### src/loop_closure_nearest_frame_search_assert.svh
// Assertion macros for the loop closure frame search
`ifndef LOOP_CLOSURE_NEAREST_FRAME_SEARCH_ASSERT_SVH
`define LOOP_CLOSURE_NEAREST_FRAME_SEARCH_ASSERT_SVH

`ifndef SYNTHESIS

`define LCNF_ASSERT_NOW(lbl, clk, rst_n, ante, cons) \
    lbl: assert property (@(posedge clk) disable iff (!rst_n) (ante) |-> (cons)) \
        else $error("assertion failed");

`define LCNF_ASSERT_NEXT(lbl, clk, rst_n, ante, cons) \
    lbl: assert property (@(posedge clk) disable iff (!rst_n) (ante) |=> (cons)) \
        else $error("assertion failed");

`else

`define LCNF_ASSERT_NOW(lbl, clk, rst_n, ante, cons)
`define LCNF_ASSERT_NEXT(lbl, clk, rst_n, ante, cons)

`endif

`endif

### src/lcnf_pkg.sv
package lcnf_pkg;

    localparam int COORD_W        = 24;
    localparam int DIFF_W         = COORD_W + 1;
    localparam int SQ_W           = 2 * COORD_W + 4;
    localparam int ROOT_W         = COORD_W + 2;
    localparam int DIST_W         = 25;
    localparam int SLOT_W         = 12;
    localparam int GAP_W          = 12;
    localparam int EXT_W          = 8;
    localparam int STEP_W         = 16;
    localparam int CFG_W          = 24;
    localparam int CFG_IDX_W      = 3;
    localparam int MAX_FRAMES_DEF = 4096;

    localparam logic [DIST_W-1:0] DIST_MAX = '1;
    localparam logic [STEP_W-1:0] STEP_MAX = '1;

    localparam logic [CFG_IDX_W-1:0] CFG_LOOP_STEP = 3'd0;
    localparam logic [CFG_IDX_W-1:0] CFG_MIN_GAP   = 3'd1;
    localparam logic [CFG_IDX_W-1:0] CFG_EXTEND    = 3'd2;
    localparam logic [CFG_IDX_W-1:0] CFG_RADIUS    = 3'd3;
    localparam logic [CFG_IDX_W-1:0] CFG_SPACING   = 3'd4;

    localparam logic [STEP_W-1:0] LOOP_STEP_RST = 16'd10;
    localparam logic [GAP_W-1:0]  MIN_GAP_RST   = 12'd100;
    localparam logic [EXT_W-1:0]  EXTEND_RST    = 8'd5;
    localparam logic [CFG_W-1:0]  RADIUS_RST    = 24'd17920;
    localparam logic [STEP_W-1:0] SPACING_RST   = 16'd512;

    typedef logic signed [COORD_W-1:0] coord_t;

    typedef struct packed {
        coord_t pos_x;
        coord_t pos_y;
        coord_t pos_z;
    } in_t;

    typedef struct packed {
        logic                loop_found;
        logic [SLOT_W-1:0]   match_slot;
        logic [DIST_W-1:0]   match_distance;
        logic                store_full;
    } out_t;

    typedef enum logic [2:0] {
        ST_IDLE,
        ST_SCAN,
        ST_RSQ,
        ST_CMP,
        ST_SQRT,
        ST_DIV,
        ST_FINISH
    } state_t;

endpackage

### src/lcnf_isqrt.sv
module lcnf_isqrt import lcnf_pkg::*; (
    input  logic              clk,
    input  logic              rst_n,
    input  logic              start,
    input  logic [SQ_W-1:0]   value,
    output logic              done,
    output logic [ROOT_W-1:0] root
);

    localparam int CNT_W = $clog2(ROOT_W + 1);

    logic [2*ROOT_W-1:0] rad_reg;
    logic [ROOT_W:0]     rem_reg;
    logic [ROOT_W-1:0]   root_reg;
    logic [CNT_W-1:0]    cnt_reg;
    logic                busy_reg, done_reg;
    logic [ROOT_W+2:0]   rem_sh, trial;

    always_comb
    begin
        rem_sh = {rem_reg, rad_reg[2*ROOT_W-1 -: 2]};
        trial  = (ROOT_W+3)'({root_reg, 2'b01});
    end

    always_ff @(posedge clk or negedge rst_n)
    begin
        if (!rst_n)
        begin
            busy_reg <= 1'b0;
            done_reg <= 1'b0;
            cnt_reg  <= '0;
        end
        else
        begin
            done_reg <= 1'b0;
            if (start)
            begin
                busy_reg <= 1'b1;
                cnt_reg  <= CNT_W'(ROOT_W);
            end
            else if (busy_reg)
            begin
                cnt_reg <= cnt_reg - 1'b1;
                if (cnt_reg == CNT_W'(1))
                begin
                    busy_reg <= 1'b0;
                    done_reg <= 1'b1;
                end
            end
        end
    end

    always_ff @(posedge clk)
    begin
        if (start)
        begin
            rad_reg  <= (2*ROOT_W)'(value);
            rem_reg  <= '0;
            root_reg <= '0;
        end
        else if (busy_reg)
        begin
            rad_reg <= {rad_reg[2*ROOT_W-3:0], 2'b00};
            if (rem_sh >= trial)
            begin
                rem_reg  <= (ROOT_W+1)'(rem_sh - trial);
                root_reg <= {root_reg[ROOT_W-2:0], 1'b1};
            end
            else
            begin
                rem_reg  <= (ROOT_W+1)'(rem_sh);
                root_reg <= {root_reg[ROOT_W-2:0], 1'b0};
            end
        end
    end

    assign done = done_reg;
    assign root = root_reg;

endmodule

### config.mk
export PLATFORM = sky130hd
export DESIGN_NAME = lcnf_isqrt
export DESIGN_NICKNAME = d
export VERILOG_FILES = /design/src/loop_closure_nearest_frame_search_assert.svh /design/src/lcnf_pkg.sv /design/src/lcnf_isqrt.sv
export SDC_FILE = /design/constraint.sdc
export NUM_CORES = 1
export LEC_CHECK = 0
export BUFFER_PORTS_ARGS = -buffer_cell sky130_fd_sc_hd__buf_2
export CAP_MARGIN = 20
export CORE_ASPECT_RATIO = 1.25
export CORE_MARGIN = 3
export CORE_UTILIZATION = 50
export DETAILED_ROUTE_END_ITERATION = 10
export PLACE_DENSITY = 0.75
export SETUP_SLACK_MARGIN = 0.4
export SLEW_MARGIN = 40
export SYNTH_ARGS = -nofsm -noshare
export SYNTH_HDL_FRONTEND = slang
export SYNTH_SLANG_ARGS = --single-unit
### constraint.sdc
create_clock -name clk -period 2.32 [get_ports clk]
set_input_delay 0.116 -clock clk [delete_from_list [all_inputs] [get_ports clk]]
set_output_delay 0.116 -clock clk [all_outputs]
set_load 0.01 [all_outputs]
Yosys cells after proc, flatten, opt, wreduce, memory -nomap -nowiden
Cells that the tools add are included.
- add/subtract/negate cells: 2
- reduce and logical (&&, ||, !) cells: 1
- muxes and demuxes: 12
- eq/ne operators: 1
- order comparisons: 1
- operators by type and width (cell ; number):
    $mux 52 ; 2
    $ge 29x28->1 ; 1
    $mux 27 ; 1
    $sub 27x27->27 ; 1
    $mux 5 ; 2
    $mux 1 ; 7
    $eq 5x1->1 const B ; 1
    $sub 5x1->5 const B ; 1
    $reduce_bool 2->1 ; 1
- output and inout port bits: 27
- input port bits: 55
- bits in registers: 112

Logic depth before layout (Yosys ltp)
- word-level depth: 4
- depth in mapped cells: 12
- mapped depth without buffers: 10

Worst setup path before layout
OpenSTA, ideal clock, no wires.
- path type: reg-to-reg
- from: register root_reg[4] (netlist: root[4])
- to: register rem_reg[1]
- period minus slack after synthesis: 2.585 ns
- setup time: 0.065 ns
- arrival time: 2.520 ns
- path slack: -0.265 ns
- required time: 2.255 ns
- cell stages (with the launch flop): 13
- path buffers: 2
- cell sequence: dfxtp_1 -> inv_1 -> ha_1 -> buf_6 -> a21oi_2 -> o21ai_1 -> a221oi_2 -> o2111ai_2 -> a31oi_4 -> buf_8 -> mux2i_1 -> mux2i_1 -> nor2_1
- longest elaborated chain between the ends: 2
- RTL lines (element ; RTL line ; RTL):
    from (decl) ; lcnf_isqrt.sv:14 ; logic [ROOT_W-1:0] root_reg;
    from (signal assigned) ; lcnf_isqrt.sv:67 ; root_reg <= {root_reg[ROOT_W-2:0], 1'b1};
    from (signal assigned) ; lcnf_isqrt.sv:72 ; root_reg <= {root_reg[ROOT_W-2:0], 1'b0};
    $ge 29x28->1 ; lcnf_isqrt.sv:64 ; if (rem_sh >= trial)
    $mux 27 ; lcnf_isqrt.sv:64 ;
    to (signal assigned) ; lcnf_isqrt.sv:66 ; rem_reg <= (ROOT_W+1)'(rem_sh - trial);
    to (signal assigned) ; lcnf_isqrt.sv:71 ; rem_reg <= (ROOT_W+1)'(rem_sh);
    to (decl) ; lcnf_isqrt.sv:13 ; logic [ROOT_W:0] rem_reg;
No other way between the ends.
A chain may end at the register's enable or synchronous reset.

Final worst setup path
- from: register root_reg[4] (netlist: root[4])
- to: register rem_reg[26]
- longest elaborated chain between the ends: 2
- RTL lines (element ; RTL line):
    $sub 27x27->27 / $ge 29x28->1 (equally long branches) ; lcnf_isqrt.sv:66, lcnf_isqrt.sv:64
    $mux 27 (*) ; lcnf_isqrt.sv:64
Mark *: on every way between the ends. The rest lies on a longest branch, timed or not.

==> impl_metrics.ini <==
[layout]
syn_to_final_growth_pct = 37.3
stdcell_count = 962
largest_reg_flops = 52
post_route_cells_drive_above_1_share_pct = 45.9
postLayoutCellArea_sq_mm = 0.00849
fin_nets = 881
diodes = 0

[clocking]
cts-buffers-inserted = 9
clk_pin_slew_worst_paths_ps = 80
root_buffer = clkbuf_16
cts_sinks = 112
clk_path_buf_depth = 2
cts_tree = done
insertion_delay_ps = 360
cts_max_level = 3

[floorplanning]
die_area_sq_mm = 0.0137
core_area_sq_mm = 0.0118
fp-row-count = 44
die_h_um = 130
die_w_um = 105
io_pins = 82
start_util_pct = 52.2

[timing]
slew_violations = 0
finalSetupViolCount = 27
worst_slew_pin_slew_ps = 688
min_period_ps = 2560
finalHoldViolCount = 0
rsz0062_at_grt = true
max_freq_mhz = 391
post-route-period-util_pct = 110
relSlewSlack_pct = 54.2
skew_ps = 13.2
fin_hold_ws_ps = 35.5
setup_ws_ps = -240

[yosys]
syn_area_per_cell_sq_um = 10.3
synthTopCellsByCount = 78 x nor2_1, 53 x dfxtp_1, 52 x edfxtp_1
synth_area_leaders = edfxtp_1 25%, dfxtp_1 17%, mux2_2 9.1%
synthesis.nets = 686
ys_async_sr_fraction_pct = 6.25
synth_seq_area_share_pct = 45.3
ys.flop_type = dfxtp_1
syn_area_sq_mm = 0.00618
yosysUniqueCellTypes = 62
synth_edf_count = 52
netlist_instances = 601
yosysTopAreaCellShare_pct = 25.3
yosys_warnings = 0
ys_ff_latch = 112
synth_area_leader_cell = edfxtp_1
yosysMostFrequentCell = nor2_1

[placed_design]
placed_cell_area_sq_mm = 0.00757
gp_congestion = 0.897
numPortBuffers = 81
dp_hpwl_um = 10200
dp_cells = 923

[outcome]
status = finished, violations left
violations = negative setup slack

[setup_path]
cp.required_ps = 2590
r2r_setup_slack_ps = -240
end_kind = flip-flop
rr_worst_depth = 11
worst-path-max-fanout = 4
critPathArrivalTime_ps = 2830
crit_type = reg2reg
startpoint_type = flip-flop
r2r_start = root[4]
r2r_end = rem_reg[26]

[power]
vdd_drop_max_v = 0.000607
cellLeakagePower_nw = 3.80
power_density_mw_per_mm2 = 1300

[global_route]
overflow = 0
grt_pass1_wl_um = 24300
grt_pass1_vias = 5328
grt_max_degree = 53
antenna_found_initial = 0
grt_util_all_layers_pct = 22.0

[min_path]
hold_path_class = in2reg
whs_path_depth = 2
min_to = rad_reg[1]
hold_path.startpoint = value[1]

[job]
cap_violations = 0

[route]
routed_wl_um = 15100
wire_per_inst_um = 15.7
drt_iter0_drc = 239
drc = 0
ant_nets = 0
detailroute.via_count = 5200
routed_via_density = 5.41
first_pass_iters = 4
[layout by cell type (no fill, tap or decap), types with 7 or more instances in the layout]
master / count
buf_4: 122
buf_2: 80
nor2_1: 70
edfxtp_1: 52
mux2_2: 50
dfxtp_1: 41
inv_1: 34
mux2i_1: 30
a21oi_1: 25
nand2_1: 22
ha_1: 19
xnor2_1: 15
a21o_1: 12
dfxtp_2: 12
o21ai_0: 11
a21oi_2: 11
a211oi_1: 11
ha_4: 11
nand2b_1: 10
clkbuf_16: 10
xor2_1: 9
o21ai_1: 7
a211oi_2: 7
[power breakdown]
group          leakage [nW]  switching [W]  total, W  internal (W)
logic                  2.58        0.00325   0.00695       0.00370
clock network         0.145       0.000772   0.00153      0.000758
registers              1.07       0.000178   0.00255       0.00238
total                  3.80        0.00420    0.0110       0.00683
[critical path, cell delays in order, from the launching register on]
cell and delay [ps]:
dfxtp_2 340, inv_2 40, ha_4 270, nand4_1 210, nor3_4 230, a221oi_4 100, o2111ai_2 250, a31oi_4 150
buf_4 160, or2_4 260, a211o_1 240, o32ai_2 210
[worst max path at each step]
stage | startpoint | endpoint | cells past startpoint
floorplan | root[4] | rem_reg[26] | 11
global placement | root[4] | rem_reg[26] | 11
detailed placement | root[4] | rem_reg[26] | 11
CTS | root[4] | rem_reg[26] | 11
global route | root[6] | rem_reg[8] | 11
finish | root[4] | rem_reg[26] | 11
[metrics by stage]
stage	setup slack, ps	TNS [ps]	total power, W	util, %
after floorplan	-172	-2130	0.00598	-
after global placement	-250	-4420	0.00749	63.9
after detailed placement	-423	-6990	0.00759	63.9
after CTS	-232	-3040	0.0102	69.7
after global routing	-394	-6880	0.0117	71.7
final	-240	-3410	0.0110	71.7
[routing by layer]
| layer | routed length [um] | vias to the layer above | global-route usage [%] |
|---|---|---|---|
| met4 | 371 | 0 | 8.96 |
| met5 | 0 | - | 0 |
| met2 | 7740 | 140 | 39.3 |
| met1 | 6210 | 2475 | 25.5 |
| met3 | 798 | 36 | 5.24 |
| li1 | - | 2549 | - |
[final cells by class]
type	count	area, sq um
Clock inverter	7	67.6
Sequential cell	112	2810
Multi-Input combinational cell	421	3520
Inverter	37	139
Fill cell	828	3350
Timing Repair Buffer	215	1510
Tap cell	161	201
Clock buffer	9	225
[logic make-up (layout without fill, tap and decap cells)]
kind of cell | after synthesis | in the layout | share of synthesized area (%)
compound gates | 133 | 133 | 14.7
mux | 81 | 81 | 14.1
buf+inv | 68 | 268 | 4.86
xor+xnor | 24 | 24 | 3.40
flops | 112 | 112 | 45.3
simple gates | 153 | 153 | 11.6
fa+ha+maj | 30 | 30 | 6.07
[what timing repair did]
| item | CTS | global route |
|---|---|---|
| hold buffers | 1 | 0 |
| endpoints found under the hold margin | 7 | 0 |
| setup endpoints to repair | 28 | 28 |
| setup buffers | 13 | 7 |
| cloned | 1 | 1 |
| pin swaps | 42 | 22 |
| gates resized for setup | 65 | 34 |
Power figures use the tool's default switching activity.
