<file path="src/loop_closure_nearest_frame_search_assert.svh">
// Assertion macros for the loop closure frame search
`ifndef LOOP_CLOSURE_NEAREST_FRAME_SEARCH_ASSERT_SVH
`define LOOP_CLOSURE_NEAREST_FRAME_SEARCH_ASSERT_SVH

`ifndef SYNTHESIS

`define LCNF_ASSERT_NOW(lbl, clk, rst_n, ante, cons) \
    lbl: assert property (@(posedge clk) disable iff (!rst_n) (ante) |-> (cons)) \
        else $error("assertion failed");

`define LCNF_ASSERT_NEXT(lbl, clk, rst_n, ante, cons) \
    lbl: assert property (@(posedge clk) disable iff (!rst_n) (ante) |=> (cons)) \
        else $error("assertion failed");

`else

`define LCNF_ASSERT_NOW(lbl, clk, rst_n, ante, cons)
`define LCNF_ASSERT_NEXT(lbl, clk, rst_n, ante, cons)

`endif

`endif

</file>
<file path="src/lcnf_pkg.sv">
package lcnf_pkg;

    localparam int COORD_W        = 24;
    localparam int DIFF_W         = COORD_W + 1;
    localparam int SQ_W           = 2 * COORD_W + 4;
    localparam int ROOT_W         = COORD_W + 2;
    localparam int DIST_W         = 25;
    localparam int SLOT_W         = 12;
    localparam int GAP_W          = 12;
    localparam int EXT_W          = 8;
    localparam int STEP_W         = 16;
    localparam int CFG_W          = 24;
    localparam int CFG_IDX_W      = 3;
    localparam int MAX_FRAMES_DEF = 4096;

    localparam logic [DIST_W-1:0] DIST_MAX = '1;
    localparam logic [STEP_W-1:0] STEP_MAX = '1;

    localparam logic [CFG_IDX_W-1:0] CFG_LOOP_STEP = 3'd0;
    localparam logic [CFG_IDX_W-1:0] CFG_MIN_GAP   = 3'd1;
    localparam logic [CFG_IDX_W-1:0] CFG_EXTEND    = 3'd2;
    localparam logic [CFG_IDX_W-1:0] CFG_RADIUS    = 3'd3;
    localparam logic [CFG_IDX_W-1:0] CFG_SPACING   = 3'd4;

    localparam logic [STEP_W-1:0] LOOP_STEP_RST = 16'd10;
    localparam logic [GAP_W-1:0]  MIN_GAP_RST   = 12'd100;
    localparam logic [EXT_W-1:0]  EXTEND_RST    = 8'd5;
    localparam logic [CFG_W-1:0]  RADIUS_RST    = 24'd17920;
    localparam logic [STEP_W-1:0] SPACING_RST   = 16'd512;

    typedef logic signed [COORD_W-1:0] coord_t;

    typedef struct packed {
        coord_t pos_x;
        coord_t pos_y;
        coord_t pos_z;
    } in_t;

    typedef struct packed {
        logic                loop_found;
        logic [SLOT_W-1:0]   match_slot;
        logic [DIST_W-1:0]   match_distance;
        logic                store_full;
    } out_t;

    typedef enum logic [2:0] {
        ST_IDLE,
        ST_SCAN,
        ST_RSQ,
        ST_CMP,
        ST_SQRT,
        ST_DIV,
        ST_FINISH
    } state_t;

endpackage

</file>
<file path="src/lcnf_dist.sv">
module lcnf_dist import lcnf_pkg::*; #(
    parameter int AW = 12
) (
    input  logic            clk,
    input  logic            rst_n,
    input  in_t             cur,
    input  logic            in_valid,
    input  logic [AW-1:0]   in_idx,
    input  in_t             in_data,
    output logic            sq_valid,
    output logic [AW-1:0]   sq_idx,
    output logic [SQ_W-1:0] sq,
    output logic            busy
);

    logic [2:0]                v_reg;
    logic [AW-1:0]             idx1_reg, idx2_reg, idx3_reg;
    logic [DIFF_W-1:0]         dx_reg, dy_reg, dz_reg;
    logic [2*DIFF_W-1:0]       sx_reg, sy_reg, sz_reg;
    logic [SQ_W-1:0]           sum_reg;
    logic signed [DIFF_W:0]    ex, ey, ez;

    function automatic logic [DIFF_W-1:0] abs_d(input logic signed [DIFF_W:0] d);
        logic signed [DIFF_W:0] n;
        n = -d;
        return d[DIFF_W] ? n[DIFF_W-1:0] : d[DIFF_W-1:0];
    endfunction

    always_comb
    begin
        ex = (DIFF_W+1)'(cur.pos_x) - (DIFF_W+1)'(in_data.pos_x);
        ey = (DIFF_W+1)'(cur.pos_y) - (DIFF_W+1)'(in_data.pos_y);
        ez = (DIFF_W+1)'(cur.pos_z) - (DIFF_W+1)'(in_data.pos_z);
    end

    always_ff @(posedge clk or negedge rst_n)
    begin
        if (!rst_n)
        begin
            v_reg <= '0;
        end
        else
        begin
            v_reg <= {v_reg[1:0], in_valid};
        end
    end

    always_ff @(posedge clk)
    begin
        dx_reg   <= abs_d(ex);
        dy_reg   <= abs_d(ey);
        dz_reg   <= abs_d(ez);
        idx1_reg <= in_idx;
        sx_reg   <= dx_reg * dx_reg;
        sy_reg   <= dy_reg * dy_reg;
        sz_reg   <= dz_reg * dz_reg;
        idx2_reg <= idx1_reg;
        sum_reg  <= SQ_W'(sx_reg) + SQ_W'(sy_reg) + SQ_W'(sz_reg);
        idx3_reg <= idx2_reg;
    end

    assign sq_valid = v_reg[2];
    assign sq_idx   = idx3_reg;
    assign sq       = sum_reg;
    assign busy     = |v_reg;

endmodule

</file>
<file path="config.mk">
export PLATFORM = sky130hd
export DESIGN_NAME = lcnf_dist
export DESIGN_NICKNAME = d
export VERILOG_FILES = /design/src/loop_closure_nearest_frame_search_assert.svh /design/src/lcnf_pkg.sv /design/src/lcnf_dist.sv
export SDC_FILE = /design/constraint.sdc
export NUM_CORES = 2
export LEC_CHECK = 0
export BUFFER_PORTS_ARGS = -buffer_cell sky130_fd_sc_hd__buf_2
export CELL_PAD_IN_SITES_DETAIL_PLACEMENT = 1
export CELL_PAD_IN_SITES_GLOBAL_PLACEMENT = 2
export CORE_ASPECT_RATIO = 0.6
export CORE_MARGIN = 3
export CORE_UTILIZATION = 45
export DETAILED_ROUTE_END_ITERATION = 10
export HOLD_SLACK_MARGIN = 0.08
export PLACE_DENSITY_LB_ADDON = 0.15
export SLEW_MARGIN = 15
export SYNTH_ARGS = -nofsm -noshare
export SYNTH_HDL_FRONTEND = slang
export SYNTH_SLANG_ARGS = --single-unit
</file>
<file path="constraint.sdc">
create_clock -name clk -period 21.9 [get_ports clk]
set_clock_uncertainty 0.15 [all_clocks]
set_input_delay 4.38 -clock clk [delete_from_list [all_inputs] [get_ports clk]]
set_output_delay 4.38 -clock clk [all_outputs]
set_load 0.01 [all_outputs]
</file>
# After elaboration in Yosys (flattened, before gate mapping)

Index checks and enable logic that the tools add are counted.

Logic and storage cells: 26
Output and inout bits: 66
Input bits: 159
Register bits: 316

Multipliers: 3
Reductions and logical operators: 1
Multiplexer cells: 3
$add $sub $neg: 8

Operator list:

| operator        | count |
|---|---|
| $mul 25x25->50  | 3 |
| $mux 25         | 3 |
| $neg 25->25     | 3 |
| $sub 24x24->25  | 3 |
| $add 51x50->52  | 1 |
| $add 50x50->51  | 1 |
| $reduce_or 3->1 | 1 |

# Longest topological paths before layout

Depth after elaboration: 3
Mapped depth: 30
Depth with buffers taken out: 28

# Least setup slack after synthesis

Ideal clock, no wire load.

Path kind: input-to-reg
Start point: input cur[0] in the netlist's numbering
End point: register dz_reg[22]
Path slack: 14.129 ns
Stages on the path: 15
Required time: 21.678 ns
Path buffers: 0
Data arrival time: 7.549 ns
Setup time: 0.072 ns
Cells stage by stage: inv_1 ha_1 inv_1 fa_1 a211oi_2 o21ai_2 a211o_4 a31oi_4 o31ai_1 xor2_1 nand3b_2 or3_4 or3_4 o41ai_4 xor2_1

Longest elaborated chain between the ends: 3

RTL lines:

| element                | line            | text |
|---|---|---|
| start: declaration     | lcnf_dist.sv:6  | `input in_t cur,` |
| $sub 24x24->25 *       | lcnf_dist.sv:33 | `ez = (DIFF_W+1)'(cur.pos_z) - (DIFF_W+1)'(in_data.pos_z);` |
| $neg 25->25            | lcnf_dist.sv:25 | `n = -d;` |
| $mux 25 *              | lcnf_dist.sv:26 | `return d[DIFF_W] ? n[DIFF_W-1:0] : d[DIFF_W-1:0];` |
| end signal: assignment | lcnf_dist.sv:52 | `dz_reg <= abs_d(ez);` |
| end: declaration       | lcnf_dist.sv:18 | `logic [DIFF_W-1:0] dx_reg, dy_reg, dz_reg;` |

Every way passes the cells marked *; elsewhere a longest branch is shown, timed or not.

# Worst setup path in the final report

Start point: register dy_reg[5]
End point: register sy_reg[49]

Longest elaborated chain between the ends: 1

RTL lines:

| element                  | line            | text |
|---|---|---|
| start: declaration       | lcnf_dist.sv:18 |  |
| start signal: assignment | lcnf_dist.sv:51 | `dy_reg <= abs_d(ey);` |
| $mul 25x25->50           | lcnf_dist.sv:55 | `sy_reg <= dy_reg * dy_reg;` |
| end signal: assignment   | lcnf_dist.sv:55 |  |
| end: declaration         | lcnf_dist.sv:19 | `logic [2*DIFF_W-1:0] sx_reg, sy_reg, sz_reg;` |

No other way between the ends.

==> key figures <==
Outcome
  • Status: finished clean

Die
  • Die Height: 308.7 um
  • Top-Level Pins: 225
  • FP Rows: 110
  • Core ar.: 150800 um2
  • Die area: 157600 um2
  • Die width: 510.5 um
  • Initial core utilization: 45.55%

Timing
  • Setup TNS: 0 ps
  • Final Setup Violations: 0
  • Worst-Margin Slew: 1251 ps
  • Post-layout min period: 9385 ps
  • Fmax: 106.6 MHz
  • Final Max Tran Viols: 0
  • RSZ-0062 raised after global routing: no
  • Worst slew margin: 16.31%
  • Crit share post-route: 42.85%
  • Hold Fails Final Rpt: 0

Logic synthesis
  • Top cells by area, synth: fa_1, ha_1, inv_1
  • EDFF count, synth: 0
  • Distinct cell type count after synthesis: 89
  • Gate Count Post-Synth: 7494
  • Post-synth top cells: inv_1, fa_1, ha_1
  • Yosys reg bits: 313
  • Syn Area/Cell: 9.169 um2
  • Count leader, synth: inv_1
  • Main synth FF type: dfxtp_1
  • Post-Synthesis Cell Area: 68710 um2
  • Top-area cell type share of the netlist area: 42.30%
  • Ys async rst share: 0.9585%
  • Cell taking the most area after synthesis: fa_1
  • Sequential area share after synthesis: 9.141%
  • Synth warn: 0

Global routing
  • Gr usage total: 27.02%
  • Total gr overflow: 0
  • Initial antenna violation count: 13
  • First-pass GRT wire length: 327000 um
  • Pin count of the biggest net entering global routing: 29
  • Vias in the first global route: 55509

Layout
  • Max reg flops: 52
  • Final instance area: 73560 um2
  • Layout Nets: 9946
  • Synth-to-layout area growth: 7.049%
  • Fillers: 17563
  • Layout cells sized above 1: 5.549%

Routing
  • Vias per Instance: 5.114
  • WL final: 206800 um
  • Via count: 49598
  • DR pass1 iterations: 5
  • Iter 0 DRT Violations: 2727
  • Final ANT Viol Nets: 0
  • Post-DR wirelength/cell: 21.32 um
  • Post-route DRC: 0

Clock network
  • Post-CTS Setup Bufs: 0
  • CTS Sinks: 313
  • Post-CTS Hold Buffers: 0
  • Worst-Skew Late Latency: 620 ps
  • Worst-path clk slew: 80 ps
  • CTS tree: built
  • Resize count post-CTS: 0
  • Bufs on Longest Clock Path: 3
  • CTS Buf Count: 38
  • Clock root buffer: clkbuf_16
  • H-tree levels: 2

Setup path
  • Worst-path maximum fanout: 18
  • Type of destination of the critical path: register
  • Worst reg-to-reg path cell count: 27
  • Reg2reg start: dy_reg[5]
  • Worst setup path class: register to register
  • WP data arrival: 9710 ps
  • R2r setup slk: 12520 ps
  • WP data required: 22230 ps
  • R2r endpoint: sy_reg[49]
  • CP Capture Point: sy_reg[49]
  • Critical path origin: dy_reg[5]
  • Setup crit start kind: register

Placed design
  • Port Buffers: 224
  • Dpl cell area: 72260 um2
  • DP HPWL: 175600 um
  • RePlAce Congestion: 0.8973

Run
  • Max-cap violations: 0

Min path
  • Worst Hold Class: register to register
-- layout make-up --
| class | count | area, um2 | area share, % |
|---|---|---|---|
| timing repair buffer | 307 | 1744 | 2.371 |
| inverter | 2108 | 7913 | 10.76 |
| sequential | 313 | 6281 | 8.539 |
| antenna | 5 | 12.51 | 0.01701 |
| clock buffer | 46 | 1042 | 1.417 |
| tap | 2016 | 2522 | 3.429 |
| clock inverter | 22 | 241.5 | 0.3283 |
| multi-input combinational | 4881 | 53800 | 73.14 |
-- placed cells by master, fill, tap and decap left out, types with 12 or more instances in the layout --
cell type  count
nor2_1       258
nor3_1        43
a211oi_1      27
nor2b_1       43
o31ai_1       21
and3_1        38
xnor2_1      226
dfxtp_1      310
nand3_1       50
nand4_1       24
o21bai_1      36
nand2b_1      23
a21o_1       148
or2_2         22
clkbuf_16     39
o21ai_0      139
buf_4         83
fa_1        1452
o21a_1        34
and2_1       365
inv_1       2103
a31oi_1       30
xor2_1       117
o211ai_1      21
ha_1         686
or3_1         12
nand2_1      607
a21oi_1      269
buf_2        224
-- routing by layer --
metal | global-route usage [%] | part of all wire, % | up-vias
li1 | - | - | 22759
met1 | 42.29 | 51 | 25627
met2 | 38.87 | 41 | 1064
met3 | 5.891 | 6.8 | 142
met4 | 3.728 | 1.4 | 6
met5 | 0 | 0.022 | -
-- cell families after synthesis --
logic type	share of synthesized area [%]
buffers and inverters	12.58
adder cells (fa/ha/maj)	54.79
AND/OR/NAND/NOR	10.89
AO/OA/AOI/OAI	8.090
XOR/XNOR	4.396
flip-flops	9.141
multiplexers	0.1074
other	0.005457
-- worst max-delay path, stage by stage, from the launching register on --
cell      delay (ps)
dfxtp_1          490
buf_4            340
and2_1           220
inv_1             70
fa_1             520
inv_1             60
fa_1             470
fa_1             560
inv_1             60
fa_1             500
inv_1             60
fa_1             500
fa_1             490
inv_1             60
fa_1             480
inv_1             40
ha_1             340
a21oi_1          340
o211ai_1         200
a211oi_1         620
o211ai_1         180
o21ai_0          720
o21ai_0          500
and3_1           330
o41a_1           390
a21oi_1          240
a31oi_1          150
xnor2_1          150
-- per-stage QoR --
step	cells	hold slack [ps]	utilization (%)	worst slack [ps]
6_report	9698	174.0	48.76	12520
5_1_grt	9693	183.7	48.75	12070
4_1_cts	9693	178.4	48.75	12610
3_5_place_dp	9625	163.2	47.90	12730
3_3_place_gp	9624	159.7	47.90	12840
2_1_floorplan	7496	159.6	-	14130
-- worst min path at each step --
stage                   endpoint  cells after the start         start
floorplan            idx2_reg[0]                      0   idx1_reg[0]
global placement       sq_idx[7]                      0   idx2_reg[7]
detailed placement     sq_idx[3]                      0   idx2_reg[3]
CTS                    sq_idx[3]                      0   idx2_reg[3]
global route         idx2_reg[3]                      0   idx1_reg[3]
finish              idx2_reg[10]                      0  idx1_reg[10]
Power is left out: the tool's default activity adds up to more than one toggle a clock period on the data nets, which glitch-free logic cannot reach.
