--- src/loop_closure_nearest_frame_search_assert.svh ---
// Assertion macros for the loop closure frame search
`ifndef LOOP_CLOSURE_NEAREST_FRAME_SEARCH_ASSERT_SVH
`define LOOP_CLOSURE_NEAREST_FRAME_SEARCH_ASSERT_SVH

`ifndef SYNTHESIS

`define LCNF_ASSERT_NOW(lbl, clk, rst_n, ante, cons) \
    lbl: assert property (@(posedge clk) disable iff (!rst_n) (ante) |-> (cons)) \
        else $error("assertion failed");

`define LCNF_ASSERT_NEXT(lbl, clk, rst_n, ante, cons) \
    lbl: assert property (@(posedge clk) disable iff (!rst_n) (ante) |=> (cons)) \
        else $error("assertion failed");

`else

`define LCNF_ASSERT_NOW(lbl, clk, rst_n, ante, cons)
`define LCNF_ASSERT_NEXT(lbl, clk, rst_n, ante, cons)

`endif

`endif

--- src/lcnf_pkg.sv ---
package lcnf_pkg;

    localparam int COORD_W        = 24;
    localparam int DIFF_W         = COORD_W + 1;
    localparam int SQ_W           = 2 * COORD_W + 4;
    localparam int ROOT_W         = COORD_W + 2;
    localparam int DIST_W         = 25;
    localparam int SLOT_W         = 12;
    localparam int GAP_W          = 12;
    localparam int EXT_W          = 8;
    localparam int STEP_W         = 16;
    localparam int CFG_W          = 24;
    localparam int CFG_IDX_W      = 3;
    localparam int MAX_FRAMES_DEF = 4096;

    localparam logic [DIST_W-1:0] DIST_MAX = '1;
    localparam logic [STEP_W-1:0] STEP_MAX = '1;

    localparam logic [CFG_IDX_W-1:0] CFG_LOOP_STEP = 3'd0;
    localparam logic [CFG_IDX_W-1:0] CFG_MIN_GAP   = 3'd1;
    localparam logic [CFG_IDX_W-1:0] CFG_EXTEND    = 3'd2;
    localparam logic [CFG_IDX_W-1:0] CFG_RADIUS    = 3'd3;
    localparam logic [CFG_IDX_W-1:0] CFG_SPACING   = 3'd4;

    localparam logic [STEP_W-1:0] LOOP_STEP_RST = 16'd10;
    localparam logic [GAP_W-1:0]  MIN_GAP_RST   = 12'd100;
    localparam logic [EXT_W-1:0]  EXTEND_RST    = 8'd5;
    localparam logic [CFG_W-1:0]  RADIUS_RST    = 24'd17920;
    localparam logic [STEP_W-1:0] SPACING_RST   = 16'd512;

    typedef logic signed [COORD_W-1:0] coord_t;

    typedef struct packed {
        coord_t pos_x;
        coord_t pos_y;
        coord_t pos_z;
    } in_t;

    typedef struct packed {
        logic                loop_found;
        logic [SLOT_W-1:0]   match_slot;
        logic [DIST_W-1:0]   match_distance;
        logic                store_full;
    } out_t;

    typedef enum logic [2:0] {
        ST_IDLE,
        ST_SCAN,
        ST_RSQ,
        ST_CMP,
        ST_SQRT,
        ST_DIV,
        ST_FINISH
    } state_t;

endpackage

--- src/lcnf_div.sv ---
module lcnf_div import lcnf_pkg::*; (
    input  logic              clk,
    input  logic              rst_n,
    input  logic              start,
    input  logic [ROOT_W-1:0] dividend,
    input  logic [STEP_W-1:0] divisor,
    output logic              done,
    output logic [ROOT_W-1:0] quotient
);

    localparam int CNT_W = $clog2(ROOT_W + 1);

    logic [ROOT_W-1:0] dvd_reg, quo_reg;
    logic [STEP_W-1:0] dsr_reg, rem_reg;
    logic [CNT_W-1:0]  cnt_reg;
    logic              busy_reg, done_reg;
    logic [STEP_W:0]   rem_sh;

    assign rem_sh = {rem_reg, dvd_reg[ROOT_W-1]};

    always_ff @(posedge clk or negedge rst_n)
    begin
        if (!rst_n)
        begin
            busy_reg <= 1'b0;
            done_reg <= 1'b0;
            cnt_reg  <= '0;
        end
        else
        begin
            done_reg <= 1'b0;
            if (start)
            begin
                busy_reg <= 1'b1;
                cnt_reg  <= CNT_W'(ROOT_W);
            end
            else if (busy_reg)
            begin
                cnt_reg <= cnt_reg - 1'b1;
                if (cnt_reg == CNT_W'(1))
                begin
                    busy_reg <= 1'b0;
                    done_reg <= 1'b1;
                end
            end
        end
    end

    always_ff @(posedge clk)
    begin
        if (start)
        begin
            dvd_reg <= dividend;
            dsr_reg <= divisor;
            rem_reg <= '0;
            quo_reg <= '0;
        end
        else if (busy_reg)
        begin
            dvd_reg <= {dvd_reg[ROOT_W-2:0], 1'b0};
            if (rem_sh >= {1'b0, dsr_reg})
            begin
                rem_reg <= STEP_W'(rem_sh - {1'b0, dsr_reg});
                quo_reg <= {quo_reg[ROOT_W-2:0], 1'b1};
            end
            else
            begin
                rem_reg <= STEP_W'(rem_sh);
                quo_reg <= {quo_reg[ROOT_W-2:0], 1'b0};
            end
        end
    end

    assign done     = done_reg;
    assign quotient = quo_reg;

endmodule

--- config.mk ---
export PLATFORM = sky130hd
export DESIGN_NAME = lcnf_div
export DESIGN_NICKNAME = d
export VERILOG_FILES = /design/src/loop_closure_nearest_frame_search_assert.svh /design/src/lcnf_pkg.sv /design/src/lcnf_div.sv
export SDC_FILE = /design/constraint.sdc
export NUM_CORES = 1
export LEC_CHECK = 0
export ABC_CLOCK_PERIOD_IN_PS = 4400
export BUFFER_PORTS_ARGS = -buffer_cell sky130_fd_sc_hd__buf_4
export CAP_MARGIN = 20
export CORE_MARGIN = 2
export CORE_UTILIZATION = 50
export CTS_CLUSTER_SIZE = 12
export DETAILED_ROUTE_END_ITERATION = 8
export GPL_ROUTABILITY_DRIVEN = 1
export PLACE_DENSITY = 0.7
export REMOVE_ABC_BUFFERS = 1
export SKIP_LAST_GASP = 1
export SYNTH_ARGS = -nofsm -noshare
export SYNTH_HDL_FRONTEND = slang
export SYNTH_SLANG_ARGS = --single-unit
--- constraint.sdc ---
create_clock -name clk -period 4.4 [get_ports clk]
set_clock_uncertainty 0.15 [all_clocks]
set_input_delay 0.66 -clock clk [delete_from_list [all_inputs] [get_ports clk]]
set_output_delay 0.66 -clock clk [all_outputs]
set_load 0.005 [all_outputs]
### Word level (Yosys, flattened, before mapping)

Cells that the tools add are included.

| storage, ports and cells | value |
|---|---|
| word-level logic and storage cells | 24 |
| output and inout bits | 27 |
| flip-flop bits (word level) | 91 |

| cells by class | value |
|---|---|
| order comparisons | 1 |
| $add $sub $neg | 2 |
| reductions and logical operators | 1 |
| muxes and demuxes | 12 |
| equal/unequal tests | 1 |

Operators with widths:

| kind | number |
|---|---|
| two-way mux 26 bit | 2 |
| greater-or-equal comparator 17 x 16 -> 1 bit | 1 |
| two-way mux 16 bit | 1 |
| subtractor 16 bit | 1 |
| two-way mux 5 bit | 2 |
| two-way mux 1 bit | 7 |
| == test 5 x 1 -> 1 bit, second input constant | 1 |
| subtractor 5 x 1 -> 5 bit, second input constant | 1 |
| nonzero test 2 bit | 1 |

### Depth between registers and ports, before layout

| depth | value |
|---|---|
| word-level depth | 4 |
| depth in mapped cells | 10 |
| depth with buffers taken out | 9 |

### Worst setup path after synthesis

Ideal clock, no wire load.

| timing | value |
|---|---|
| path kind | reg-to-reg |
| start | register dsr_reg[12] |
| end | register rem_reg[6] |
| required time | 4.114 ns |
| cell stages (with the launch flop) | 11 |
| library setup time | 0.136 ns |
| slack | 1.969 ns |
| arrival | 2.144 ns |
| cells stage by stage | edfxtp_1 inv_1 ha_1 buf_6 and3_4 and3_4 a311o_1 a21o_4 buf_6 o41ai_2 a31oi_1 |

| on the way | value |
|---|---|
| cells in the longest elaborated chain, start to end | 2 |

Ends and longest elaborated chain:

| what | RTL line | text |
|---|---|---|
| start: declaration | lcnf_div.sv:14 | `logic [STEP_W-1:0] dsr_reg, rem_reg;` |
| start signal: assignment | lcnf_div.sv:54 | `dsr_reg <= divisor;` |
| greater-or-equal comparator 17 x 16 -> 1 bit | lcnf_div.sv:61 | `if (rem_sh >= {1'b0, dsr_reg})` |
| two-way mux 16 bit | lcnf_div.sv:61 |  |
| end signal: assignment | lcnf_div.sv:63 | `rem_reg <= STEP_W'(rem_sh - {1'b0, dsr_reg});` |
| end signal: assignment | lcnf_div.sv:68 | `rem_reg <= STEP_W'(rem_sh);` |
| end: declaration | lcnf_div.sv:14 |  |

No other way between the ends.
A chain may end at the register's enable or synchronous reset.

### Worst setup path in the final report

| timing | value |
|---|---|
| start | register dsr_reg[6] |
| end | register rem_reg[0] |

The elaborated chain is that of the path after synthesis.

==> results by stage <==
Status:
- The flow ran to the end, and the final reports show no timing, DRC or antenna violations.

Drt:
- The overall routed net length is approximately 9400 um.
- The total vias in the final route is around 3400.
- The detailed-route vias per instance is roughly 5.6.
- After detailed routing, the number of remaining DRC violations is 0.
- The detail route stage leaves a number of antenna-violating nets equal to 0.
- The DRC violation total after the first TritonRoute iteration is around 210.
- Dividing the detail-routed wire length by the instance count gives roughly 16 um.
- The length of the first detailed-routing pass in iterations is 4.

Place:
- The estimated wirelength of the detail-placed design is ~6500 um.
- The cell area after placement is 5156 um2.
- The total instance count after detailed placement is ~600.
- The count of input and output buffers is between 70 and 80.
- The final weighted congestion in routability-driven placement is 0.8456.

Layout:
- In the final layout, the share of cells above drive strength 1 is a little over a quarter.
- The count of placed standard cells in the final layout, fillers left out is between 600 and 700.
- The commonest non-fill, non-tap cell in the layout is buf_4.
- The repair_antennas step left the layout with diodes totalling 0.
- In the layout the commonest cells are buf_4 (73), nor2_1 (51), edfxtp_1 (42), dfxtp_1 (42).
- After filler insertion, the fill cell instance count of the layout stands at 725.
- With fillers left out, the area of the finished cells amounts to around 5400 um2.
- The post-synthesis to final-layout area growth is 17.14%.
- The final layout contains about 550 nets.

GRT:
- The first global-routing pass estimated roughly 16000 um of wire.
- After global routing the overflow that remains totals 0.
- The initial antenna violation count is 0.
- Entering global routing, the biggest net connects 77 pins.
- For this run, the total global-route usage over all layers was measured as between 10% and 20%.
- The via count of the first global-routing pass came to 3364.

Clock network:
- The root buffer cell is clkbuf_8.
- The number of levels in the clock H-tree is 3.
- The clock insertion delay at the later pin of the skew report is around 0.36 ns.
- TritonCTS built the clock tree.
- Clock-pin slew was measured on the worst setup and hold paths at 0.10 ns.
- In this run, CTS created clock tree buffers numbering 9.
- Once the clock tree was built, the resizer swapped 0 gates to a different size.
- The maximum clock path buffer count is 2.
- The number of setup buffers added after CTS is 0.
- The number of clock sinks is between 90 and 100.

Yosys:
- Counting flops with an async set or reset pin after synthesis yields a share of under 10%.
- The sequential area share after synthesis is between 40% and 50%.
- The count of cell types in the netlist is 65.
- In the synthesized netlist the dominant register cell turns out to be edfxtp_1.
- The post-synthesis sequential element count is 91.
- The count of synthesis-stage warnings from yosys is 0.
- Ranked by total cell area, the synthesized netlist is headed by edfxtp_1 (27%), dfxtp_1 (18%), mux2i_1 (6.3%), mux2_2 (6.1%), ha_1 (4.9%).
- The area share of the largest cell type after synthesis is 27.47%.
- The cell type with the largest total area after synthesis is edfxtp_1.
- The cell area that synthesis handed to floorplanning was ~4600 um2.
- The number of enable flip-flop cells after synthesis is between 40 and 50.
- The synthesized netlist cell count is about 430.
- The average instance in the mapped netlist occupies ~11 um2.

STA:
- The max-slew violation count came to 0.
- The setup-violating endpoint count in the final report is 0.
- Setup repair after global routing left no endpoint under its margin.
- Based on the critical path, the design can be clocked at up to ~340 MHz.
- The number of hold violations in the final report came to 0.
- The final clock period utilization by the worst path is approximately 68%.
- For the pin with the worst max-slew slack, the measured transition is around 1.1 ns.
- Measured against its own limit, the worst slew margin works out to approximately 27%.
- The total negative setup slack is 0 ns.
- The clock period could shrink to about 3 ns.

Setup path:
- The biggest fanout along the worst timing path is 13.
- STA classifies the critical path endpoint as a flop.
- Traced cell by cell, the critical path runs through inv_1, ha_1, a21o_1, a31o_2, nand2_1, a211oi_2, nor2_1, a311oi_1.
- The critical path's slowest cell is a211oi_2.
- The critical path data required time is roughly 4.5 ns.
- The endpoint arrival time on the critical path is 3.08 ns.
- The start-to-end type of the worst setup path is flop to flop.
- The worst setup path is launched from a flop.
- The delay of the slowest cell on the worst path is 0.91 ns.
- The worst register-to-register path has a setup slack of between 1 and 1.5 ns.

Die:
- The vertical die dimension is 99.83 um.
- The effective utilization at floorplan is a little over half.
- The die covers 9966 um2.
- The row count is 34.
- The floorplan core area is around 9000 um2.
- For this design the top-level I/O count stands at 72.
- From left edge to right edge, the die measures approximately 100 um.

Pwr:
- The largest voltage drop on the vdd net is approximately 0.23 mV.
- The analysis attributes to cell leakage a power of between 2 and 2.5 nW.
- The cell area power density is around 470 nW/um2.
- The total chip power is ~0.0025 W.

Run:
- The tool flagged a number of max-cap violations equal to 0.

Worst hold path:
- The type of the most critical hold path is input pin to flop.
## metal layers
| metal | global-route usage (%) | up-vias | part of all wire [%] |
|---|---|---|---|
| met5 | 0 | - | 0 |
| li1 | - | 1684 | - |
| met3 | 5.850 | 16 | 8.0 |
| met4 | 7.376 | 0 | 1.7 |
| met2 | 29.31 | 112 | 45 |
| met1 | 27.05 | 1573 | 45 |
## cells by family after synthesis
| kind of cell | after synthesis | synth area share [%] |
|---|---|---|
| buffers and inverters | 47 | 4.660 |
| adder cells (fa/ha/maj) | 19 | 5.341 |
| XOR/XNOR | 12 | 2.289 |
| AND/OR/NAND/NOR | 116 | 11.36 |
| flip-flops | 91 | 49.59 |
| multiplexers | 54 | 12.45 |
| AO/OA/AOI/OAI | 87 | 14.31 |
## critical path: cells and delay by family (launching register included)
kind,cells,cell delay [ns]
AOI/OAI and AO/OA,4,1.69
adders and majority gates,1,0.36
DFF,1,0.34
and+or+nand+nor,2,0.29
buffers and inverters,1,0.04
## per-stage QoR
step           worst slack [ns]  utilization (%)  hold WS (ns)
5_1_grt                   1.172            61.08        0.3045
3_5_place_dp              1.499            58.55        0.3291
6_report                  1.426            61.08        0.3202
4_1_cts                   1.457            60.77        0.3081
3_3_place_gp              1.521            58.55        0.3268
2_1_floorplan             1.459                -        0.2144
## what timing repair did
item,in CTS,in global routing
hold endpoints to repair,7,0
endpoints found under the setup margin,0,0
hold buffers,1,0
## cell type report
class,instances,area [um2],share of cell area (%)
Sequential cell,91,2278,42.36
Multi-Input combinational cell,288,2101,39.06
Timing Repair Buffer,75,585.6,10.89
Tap cell,108,135.1,2.512
Clock buffer,9,123.9,2.303
Inverter,25,93.84,1.745
Clock inverter,7,61.31,1.140
## Yosys cell counts (5+ instances only)
cell type,instances
a21oi_1,13
mux2i_1,29
dfxtp_1,42
o21ai_0,11
mux2_2,25
a311oi_1,7
a21o_1,5
o21ai_1,7
clkbuf_1,7
ha_1,18
dfrtp_1,7
nor2_1,51
edfxtp_1,42
nand2_1,29
xnor2_1,9
buf_1,7
nand3_1,12
inv_1,25
## worst paths after layout
| path | from | cells past startpoint | endpoint |
|---|---|---|---|
| setup reg to reg | dsr_reg[6]$_DFFE_PP_ | 8 | rem_reg[0]$_SDFFE_PP0P_ |
| min in group asynchronous | rst_n | 2 | cnt_reg[2]$_DFFE_PN0P_ |
| hold / removal | divisor[4] | 1 | dsr_reg[4]$_DFFE_PP_ |
| setup / recovery | dsr_reg[6]$_DFFE_PP_ | 8 | rem_reg[0]$_SDFFE_PP0P_ |
| max in group asynchronous | rst_n | 2 | busy_reg$_DFF_PN0_ |
| hold reg to reg | rem_reg[9]$_SDFFE_PP0P_ | 2 | rem_reg[9]$_SDFFE_PP0P_ |
## report_power, final
| part | internal, W | switching [W] | total [W] |
|---|---|---|---|
| logic | 0.000407 | 0.000504 | 0.000911 |
| registers | 0.000996 | 0.0000752 | 0.00107 |
| clock network | 0.000216 | 0.000324 | 0.000540 |
(Power assumes the default switching activity.)
